**src/hw/rtl/bbc_pkg.sv**
```systemverilog
// Shared types, constants and decode functions for the bracket balance checker.
// No dependencies.
package bbc_pkg;

	localparam int STACK_DEPTH = 64;
	localparam int CNT_W       = $clog2(STACK_DEPTH + 1);

	localparam logic [7:0] CH_OPEN_PAREN   = 8'h28; // (
	localparam logic [7:0] CH_CLOSE_PAREN  = 8'h29; // )
	localparam logic [7:0] CH_OPEN_BRACE   = 8'h7B; // {
	localparam logic [7:0] CH_CLOSE_BRACE  = 8'h7D; // }
	localparam logic [7:0] CH_OPEN_SQUARE  = 8'h5B; // [
	localparam logic [7:0] CH_CLOSE_SQUARE = 8'h5D; // ]

	typedef logic [1:0] kind_t;
	localparam kind_t KIND_PAREN  = 2'd0;
	localparam kind_t KIND_BRACE  = 2'd1;
	localparam kind_t KIND_SQUARE = 2'd2;

	typedef enum logic [2:0] {
		ERR_NONE     = 3'd0,
		ERR_MISMATCH = 3'd1,
		ERR_EMPTY    = 3'd2,
		ERR_UNCLOSED = 3'd3,
		ERR_OVERFLOW = 3'd4
	} err_kind_t;

	typedef struct packed {
		logic  hit;
		kind_t kind;
	} bracket_t;

	// Shift command broadcast along the cell chain.
	typedef struct packed {
		logic  push;
		logic  pop;
		kind_t kind;
	} stack_op_t;

	typedef struct packed {
		logic      is_valid;
		err_kind_t error_kind;
	} verdict_t;

	function automatic bracket_t open_kind(input logic [7:0] c);
		bracket_t r;
		r.hit  = 1'b1;
		r.kind = KIND_PAREN;
		if (c == CH_OPEN_PAREN) begin
			r.kind = KIND_PAREN;
		end else if (c == CH_OPEN_BRACE) begin
			r.kind = KIND_BRACE;
		end else if (c == CH_OPEN_SQUARE) begin
			r.kind = KIND_SQUARE;
		end else begin
			r.hit = 1'b0;
		end
		return r;
	endfunction

	function automatic bracket_t close_kind(input logic [7:0] c);
		bracket_t r;
		r.hit  = 1'b1;
		r.kind = KIND_PAREN;
		if (c == CH_CLOSE_PAREN) begin
			r.kind = KIND_PAREN;
		end else if (c == CH_CLOSE_BRACE) begin
			r.kind = KIND_BRACE;
		end else if (c == CH_CLOSE_SQUARE) begin
			r.kind = KIND_SQUARE;
		end else begin
			r.hit = 1'b0;
		end
		return r;
	endfunction

endpackage

```
**src/hw/rtl/bbc_ctrl.sv**
```systemverilog
// Stack depth counter, sticky error and verdict logic.
// Depends on bbc_pkg.
module bbc_ctrl (
	input  logic                 clk,
	input  logic                 arst_n,
	input  logic                 accept,
	input  logic [7:0]           char_byte,
	input  logic                 last_char,
	input  bbc_pkg::kind_t       top_kind,
	output bbc_pkg::stack_op_t   op,
	output bbc_pkg::verdict_t    verdict
);

	logic [bbc_pkg::CNT_W-1:0] count_q, count_d;
	bbc_pkg::err_kind_t        err_q, err_d;
	bbc_pkg::bracket_t         opn, cls;
	bbc_pkg::err_kind_t        code;

	always_comb begin
		opn     = bbc_pkg::open_kind(char_byte);
		cls     = bbc_pkg::close_kind(char_byte);
		op.push = 1'b0;
		op.pop  = 1'b0;
		op.kind = opn.kind;
		count_d = count_q;
		err_d   = err_q;
		if (accept && err_q == bbc_pkg::ERR_NONE) begin
			priority if (opn.hit) begin
				if (count_q == bbc_pkg::CNT_W'(bbc_pkg::STACK_DEPTH)) begin
					err_d = bbc_pkg::ERR_OVERFLOW;
				end else begin
					op.push = 1'b1;
					count_d = count_q + 1'b1;
				end
			end else if (cls.hit) begin
				if (count_q == '0) begin
					err_d = bbc_pkg::ERR_EMPTY;
				end else if (top_kind == cls.kind) begin
					op.pop  = 1'b1;
					count_d = count_q - 1'b1;
				end else begin
					err_d = bbc_pkg::ERR_MISMATCH;
				end
			end else begin
				err_d = err_q;
			end
		end

		// Verdict: recorded error first, then unclosed opens.
		if (err_d != bbc_pkg::ERR_NONE) begin
			code = err_d;
		end else if (count_d != '0) begin
			code = bbc_pkg::ERR_UNCLOSED;
		end else begin
			code = bbc_pkg::ERR_NONE;
		end
		verdict.is_valid   = (code == bbc_pkg::ERR_NONE);
		verdict.error_kind = code;
	end

	always_ff @(posedge clk or negedge arst_n) begin
		if (!arst_n) begin
			count_q <= '0;
			err_q   <= bbc_pkg::ERR_NONE;
		end else if (accept && last_char) begin
			count_q <= '0;
			err_q   <= bbc_pkg::ERR_NONE;
		end else begin
			count_q <= count_d;
			err_q   <= err_d;
		end
	end

endmodule

```
**config.mk**
```make
export PLATFORM = sky130hd
export DESIGN_NAME = bbc_ctrl
export DESIGN_NICKNAME = d
export VERILOG_FILES = /design/src/hw/rtl/bbc_pkg.sv /design/src/hw/rtl/bbc_ctrl.sv
export SDC_FILE = /design/constraint.sdc
export NUM_CORES = 1
export LEC_CHECK = 0
export BUFFER_PORTS_ARGS = -buffer_cell sky130_fd_sc_hd__clkbuf_2
export CAP_MARGIN = 20
export CORE_UTILIZATION = 35
export CTS_CLUSTER_SIZE = 20
export DETAILED_ROUTE_END_ITERATION = 12
export PLACE_DENSITY = 0.53
export SLEW_MARGIN = 20
export SYNTH_ARGS = -nofsm -noshare
export SYNTH_HDL_FRONTEND = slang
export SYNTH_SLANG_ARGS = --single-unit
```
**constraint.sdc**
```tcl
create_clock -name clk -period 4.1 [get_ports clk]
set_input_delay 0.82 -clock clk [delete_from_list [all_inputs] [get_ports clk]]
set_output_delay 0.82 -clock clk [all_outputs]
set_load 0.02 [all_outputs]
```
==> results of run 1 <==
-- logic make-up (layout without fill, tap and decap cells) --
family,Yosys count,count (layout),share of synthesized area
simple gates,66,66,0.419
compound gates,36,36,0.264
flops,10,10,0.227
buf+inv,10,34,0.0340
xor+xnor,3,3,0.0238
fa+ha+maj,2,2,0.0226
mux,1,1,0.0102
-- power by group --
part           internal [mW]  switching [mW]  total, mW
Sequential             0.107          0.0240      0.131
Clock                 0.0337          0.0295     0.0632
Combinational          0.101           0.123      0.225
Total                  0.242           0.177      0.419
-- worst max path at each step --
stage	start	end	slack, ns	cells after the start
after floorplan	char_byte[4]	verdict[0]	0.40	7
after global placement	char_byte[2]	verdict[3]	0.12	9
after detailed placement	char_byte[2]	verdict[3]	0.12	9
after CTS	char_byte[2]	verdict[3]	0.11	9
after global routing	char_byte[5]	verdict[3]	0.009	9
final	char_byte[2]	verdict[3]	0.12	9
-- synthesized netlist by cell type, drive strengths merged (3+ instances only) --
library cell | number | area share
nor2 | 12 | 0.041
nand2 | 11 | 0.040
nand3 | 4 | 0.018
a21oi | 5 | 0.023
inv | 6 | 0.020
a22oi | 3 | 0.020
nor3 | 4 | 0.018
or4 | 5 | 0.041
dfrtp | 10 | 0.23
o21ai | 6 | 0.031
o211ai | 4 | 0.032
nand2b | 3 | 0.017
a21boi | 3 | 0.020
nor4b | 4 | 0.043
clkbuf | 3 | 0.010
nor4 | 4 | 0.055
-- flip-flops by register name, summed over array words and instances, names as in the netlist --
| name | cells |
|---|---|
| count_q | 7 |
| err_q | 3 |
-- layer usage --
metal  up-vias  global-route usage
met5         -                   0
met3         3             0.00670
met2        36               0.291
met4         0              0.0680
li1        557                   -
met1       516               0.263
-- final cells by class --
cell class / count / area (um2) / area share
Inverter: 6 / 22.5 / 0.0170
Sequential cell: 10 / 253 / 0.191
Timing Repair Buffer: 25 / 135 / 0.102
Tap cell: 44 / 55.1 / 0.0415
Multi-Input combinational cell: 108 / 838 / 0.632
Clock buffer: 3 / 22.5 / 0.0170
-- cells in the final DEF (no fill, tap or decap), types with 2 or more instances in the layout --
cell,instances
a21oi_1,5
or3_1,2
nand4b_1,2
nand2_2,2
or4_1,3
o21ai_0,4
a22oi_1,3
ha_1,2
dfrtp_2,2
nand2b_1,3
clkbuf_4,3
nor4_4,3
dfrtp_1,8
and4b_1,2
buf_4,4
clkbuf_2,21
inv_1,6
nand3_1,4
o211ai_1,3
or4_4,2
nor2_1,12
o22ai_1,2
nor3_1,4
xnor2_1,2
nor4b_1,2
nor4b_2,2
nand2_1,9
a21boi_1,2
and2_1,2
-- repair_timing --
action,CTS,global route
hold endpoints to repair,0,0
buffers inserted,0,2
resized for setup,0,5
endpoints found under the setup margin,0,3
hold buffers,0,0
-- through the flow --
step	area, um2	hold slack (ns)	total power, mW
after floorplan	1100	0.524	0.281
after global placement	1260	0.612	0.341
after detailed placement	1260	0.616	0.343
after CTS	1290	0.419	0.408
after global routing	1330	0.427	0.447
final	1330	0.419	0.419
-- worst max-delay path: stages --
cell and delay [ns]:
clkbuf_2 0.13, or4b_4 0.55, nor4_4 0.30, o211ai_2 0.19, o311ai_2 0.31, o311ai_4 0.19, nor4b_2 0.29, and4_1 0.22
clkbuf_2 0.16
==> flow_summary.yaml, run 1 <==
status:
  status: "completed"
flow_run:
  max-cap-violations: 0
yosys:
  synth_cells: 128
  ys.flop_type: "dfrtp_1"
  synth_area_per_cell_um2: 8.63
  syn_area_um2: 1100
  ys_types: 58
  async_flop_share: 1.00
  synthesis.nets: 144
  ys_ff_latch: 10
  synth_warnings: 0
  yosysSeqAreaShare: 0.227
  synth_edf_count: 0
pwr:
  p_per_area_nw_per_um2: 316
  vdd_drop_max_v: 0.000230
  p_leak_nw: 0.545
sta:
  tns_ns: 0
  grt_setup_unrepaired: "no"
  fin_crit_ns: 3.98
  maxSlewHeadroom: 0.655
  slew_viol_final: 0
  fmax_mhz: 251
  fin_worst_skew_ns: 0.00136
  finalCritPeriodShare: 0.972
  finalHoldViolations: 0
  final.setup.worst_slack_ns: 0.116
  setup_viol: 0
  worst_slew_pin_slew_ns: 0.513
floorplanning:
  die_w_um: 58.2
  die_h_um: 58.2
  rows: 20
  initial_utilization: 0.365
  core_area_um2: 3030
  die-area_um2: 3390
  num_io_pins: 22
route:
  drt_pass1_iterations: 4
  via_per_inst: 5.67
  wl_met1_um: 1400
  top_layer_used: "met4"
  drc_errors: 0
  finalWirelength_um: 2880
  vias: 1112
  ant_nets: 0
  detail_route.wl_per_cell_um: 14.7
  wl_met3_um: 126
  drtIter0Drc: 46
  wl_met2_um: 1330
global_route:
  antenna_found_initial: 0
  grt_max_degree: 12
  grt.total_usage: 0.183
  grt_pass1_vias: 1039
  grt-ovfl-total: 0
  grt_first_pass_wirelength_um: 4820
layout:
  syn2layout_area_growth_pct: 20.0
  utilization: 0.438
  final_cells: 196
  diodes: 0
  finalNetCount: 170
  n_fill_cell: 313
  layout-drive-gt1-share: 0.336
worst_setup_path:
  arrival_ns: 3.16
  path_class: "in -> out"
  rr_endpoint: "count_q[2]"
  cp-start-kind: "primary input"
  critPathRequiredTime_ns: 3.28
  r2r_cells: 8
  crit_path_end_kind: "output pin"
  r2r_setup_slack_ns: 1.65
  crit_fanout: 7
  rr_startpoint: "count_q[0]"
cts:
  cts_root_buffer: "clkbuf_4"
  clock_latency_ns: 0.26
  clock-sinks: 10
  cts_tree: "done"
  cts.clk_slew.worst_paths_ns: 0.06
  clock_path_buffers: 2
  cts_max_level: 1
  cts_made_buffers: 3
placement:
  numPortBuffers: 21
  place_hpwl_um: 2260
  place.gp.congestion: 0.852
  place_ws_ns: 0.121
  place_inst: 191
worst_hold_path:
  hold_class: "in -> async"
(Power assumes the default switching activity.)
==> inputs of run 2 (changes only) <==
--- a/config.mk
+++ b/config.mk
@@ -7,10 +7,10 @@
 export LEC_CHECK = 0
 export BUFFER_PORTS_ARGS = -buffer_cell sky130_fd_sc_hd__clkbuf_2
 export CAP_MARGIN = 20
-export CORE_UTILIZATION = 35
+export CORE_UTILIZATION = 30
 export CTS_CLUSTER_SIZE = 20
 export DETAILED_ROUTE_END_ITERATION = 12
-export PLACE_DENSITY = 0.53
+export PLACE_DENSITY = 0.47
 export SLEW_MARGIN = 20
 export SYNTH_ARGS = -nofsm -noshare
 export SYNTH_HDL_FRONTEND = slang
==> run 2 against run 1 <==
- first-iteration DRC count shrank 41%
- clock skew grew 0.0020 ns
- sequential cell count is the same
- worst hold slack gained 0.018 ns
- die area grew 16%
- via count shrank 0.27%
- utilization shrank 4.9 points
- clock-buffer cell count grew 1
- setup slack gained 0.033 ns
- final area grew 0.85%
- highest routed layer unchanged
==> flow_summary.yaml, run 2 (same netlist as run 1, synthesis figures left out) <==
global_route:
  grt-ovfl-total: 0
  grt_first_pass_wirelength_um: 5110
  grt_use_met1: 0.224
  grt.total_usage: 0.162
  grt_max_degree: 12
  busiest_layer: "met2"
  antenna_found_initial: 0
  grt_util_met3: 0.0182
  met2_usage: 0.260
  grt_pass1_vias: 1092
worst_setup_path:
  crit_path_cell_trace: "inv_1 > ha_1 > or3b_4 > or4_4 > a211o_1 > nand2_1 > o221ai_2 > nor4b_2 > and4_1 > clkbuf_2"
  path_class: "reg -> out"
  r2r_setup_slack_ns: 1.60
  critPathRequiredTime_ns: 3.28
  critPathSlowestCell: "or4_4"
  max_stage_delay_ns: 0.47
  cp-start-kind: "register"
  crit_fanout: 7
  crit_path_end_kind: "output pin"
  path_delay_family: "simple AND/OR/NAND/NOR gates"
  path_buf_inv: 2
  arrival_ns: 3.13
sta:
  setup_viol: 0
  fin_crit_ns: 3.95
  worst_slew_pin_slew_ns: 0.470
  tns_ns: 0
  slew_viol_final: 0
  finalHoldViolations: 0
  maxSlewHeadroom: 0.682
  grt_setup_unrepaired: "no"
  final.setup.worst_slack_ns: 0.149
  finalCritPeriodShare: 0.964
  fin_worst_skew_ns: 0.00338
  fmax_mhz: 253
placement:
  numPortBuffers: 21
  place_ws_ns: 0.166
  place_hpwl_um: 2430
  place.gp.congestion: 0.955
  place_inst: 195
floorplanning:
  core_area_um2: 3440
  die_h_um: 62.7
  initial_utilization: 0.321
  die_w_um: 62.7
  rows: 21
  num_io_pins: 22
  die-area_um2: 3930
cts:
  postCtsSetupBuffers: 0
  clock-sinks: 10
  clock_latency_ns: 0.24
  cts_made_buffers: 3
  cts.clk_slew.worst_paths_ns: 0.05
  cts_tree: "done"
  cts_max_level: 1
  cts_root_buffer: "clkbuf_8"
  postCtsHoldBufs: 0
  cts_resized: 0
  clock_path_buffers: 2
pwr:
  switchingPower_uw: 181
  finalPower_uw: 470
  switching_share: 0.385
  p_seq_frac: 0.270
  p_leak_nw: 0.557
  power_frac_comb: 0.469
  clkPwrFrac: 0.261
  p_int_uw: 289
  vdd_drop_max_v: 0.000223
  p_per_area_nw_per_um2: 351
layout:
  finalNetCount: 170
  register_area_um2: 250
  layout-drive-gt1-share: 0.320
  diodes: 0
  largest_register: "count_q"
  final_common_cell: "clkbuf_2"
  syn2layout_area_growth_pct: 21.1
  final_cell_mix: "21 x clkbuf_2, 12 x nor2_1, 10 x nand2_1, 10 x dfrtp_1, 6 x inv_1"
  largest_reg_flops: 7
  utilization: 0.389
  top_regs: "count_q: 7 flops, err_q: 3 flops"
  n_fill_cell: 348
  final_cells: 199
  multi_input_area_um2: 817
route:
  finalWirelength_um: 2960
  ant_nets: 0
  detail_route.wl_per_cell_um: 14.9
  vias: 1109
  drc_errors: 0
  drt_pass1_iterations: 4
  drtIter0Drc: 27
  via_per_inst: 5.57
worst_hold_path:
  hold_class: "in -> async"
status:
  status: "completed"
flow_run:
  max-cap-violations: 0
==> run 2: cell count changes in the layout (fill, tap and decap cells not counted) <==
cell,change
clkbuf_4,-3
clkbuf_8,+4
dfrtp_1,+2
dfrtp_2,-2
nand2_1,+1
nand2_2,-1
nor4_2,+1
nor4_4,-1
o311ai_2,+1
o311ai_4,-1
==> run 2: worst paths after layout <==
path                                  from          to  cells past startpoint
worst max register to register  count_q[1]  count_q[5]                      8
worst max-delay path            count_q[1]  verdict[3]                     10
max in group asynchronous           arst_n  count_q[1]                      1
min in group clk                  err_q[2]    err_q[2]                      2
worst min register to register    err_q[2]    err_q[2]                      2
worst min-delay path                arst_n  count_q[3]                      1
==> run 2: metal layers <==
metal,share of wire,vias to the layer above
met5,0,-
met4,0.010,0
met3,0.025,5
met2,0.48,16
met1,0.48,537
li1,-,551
==> run 2: layout make-up <==
class / count / share of cell area
tap: 46 / 0.0430
sequential: 10 / 0.187
inverter: 6 / 0.0168
timing repair buffer: 25 / 0.101
multi-input combinational: 108 / 0.611
clock buffer: 4 / 0.0412
==> run 2: power groups by stage <==
stage	combinational [mW]	sequential, mW	clock [mW]
4_1_cts	0.221	0.127	0.125
3_3_place_gp	0.222	0.128	0
2_1_floorplan	0.168	0.113	0
5_1_grt	0.241	0.129	0.130
3_5_place_dp	0.220	0.128	0
6_report	0.221	0.127	0.123
==> run 2: worst reg2reg max path, delay by kind of cell (launching register included) <==
family	cells	cell delay, ns
simple gates	3	1.06
fa+ha+maj	1	0.17
buf+inv	1	0.09
flops	1	0.45
compound gates	3	0.63
==> run 2: through the flow <==
stage,hold WS [ns],area (um2)
CTS,0.449,1340
detailed placement,0.610,1280
global route,0.454,1340
global placement,0.618,1280
finish,0.438,1340
floorplan,0.524,1100
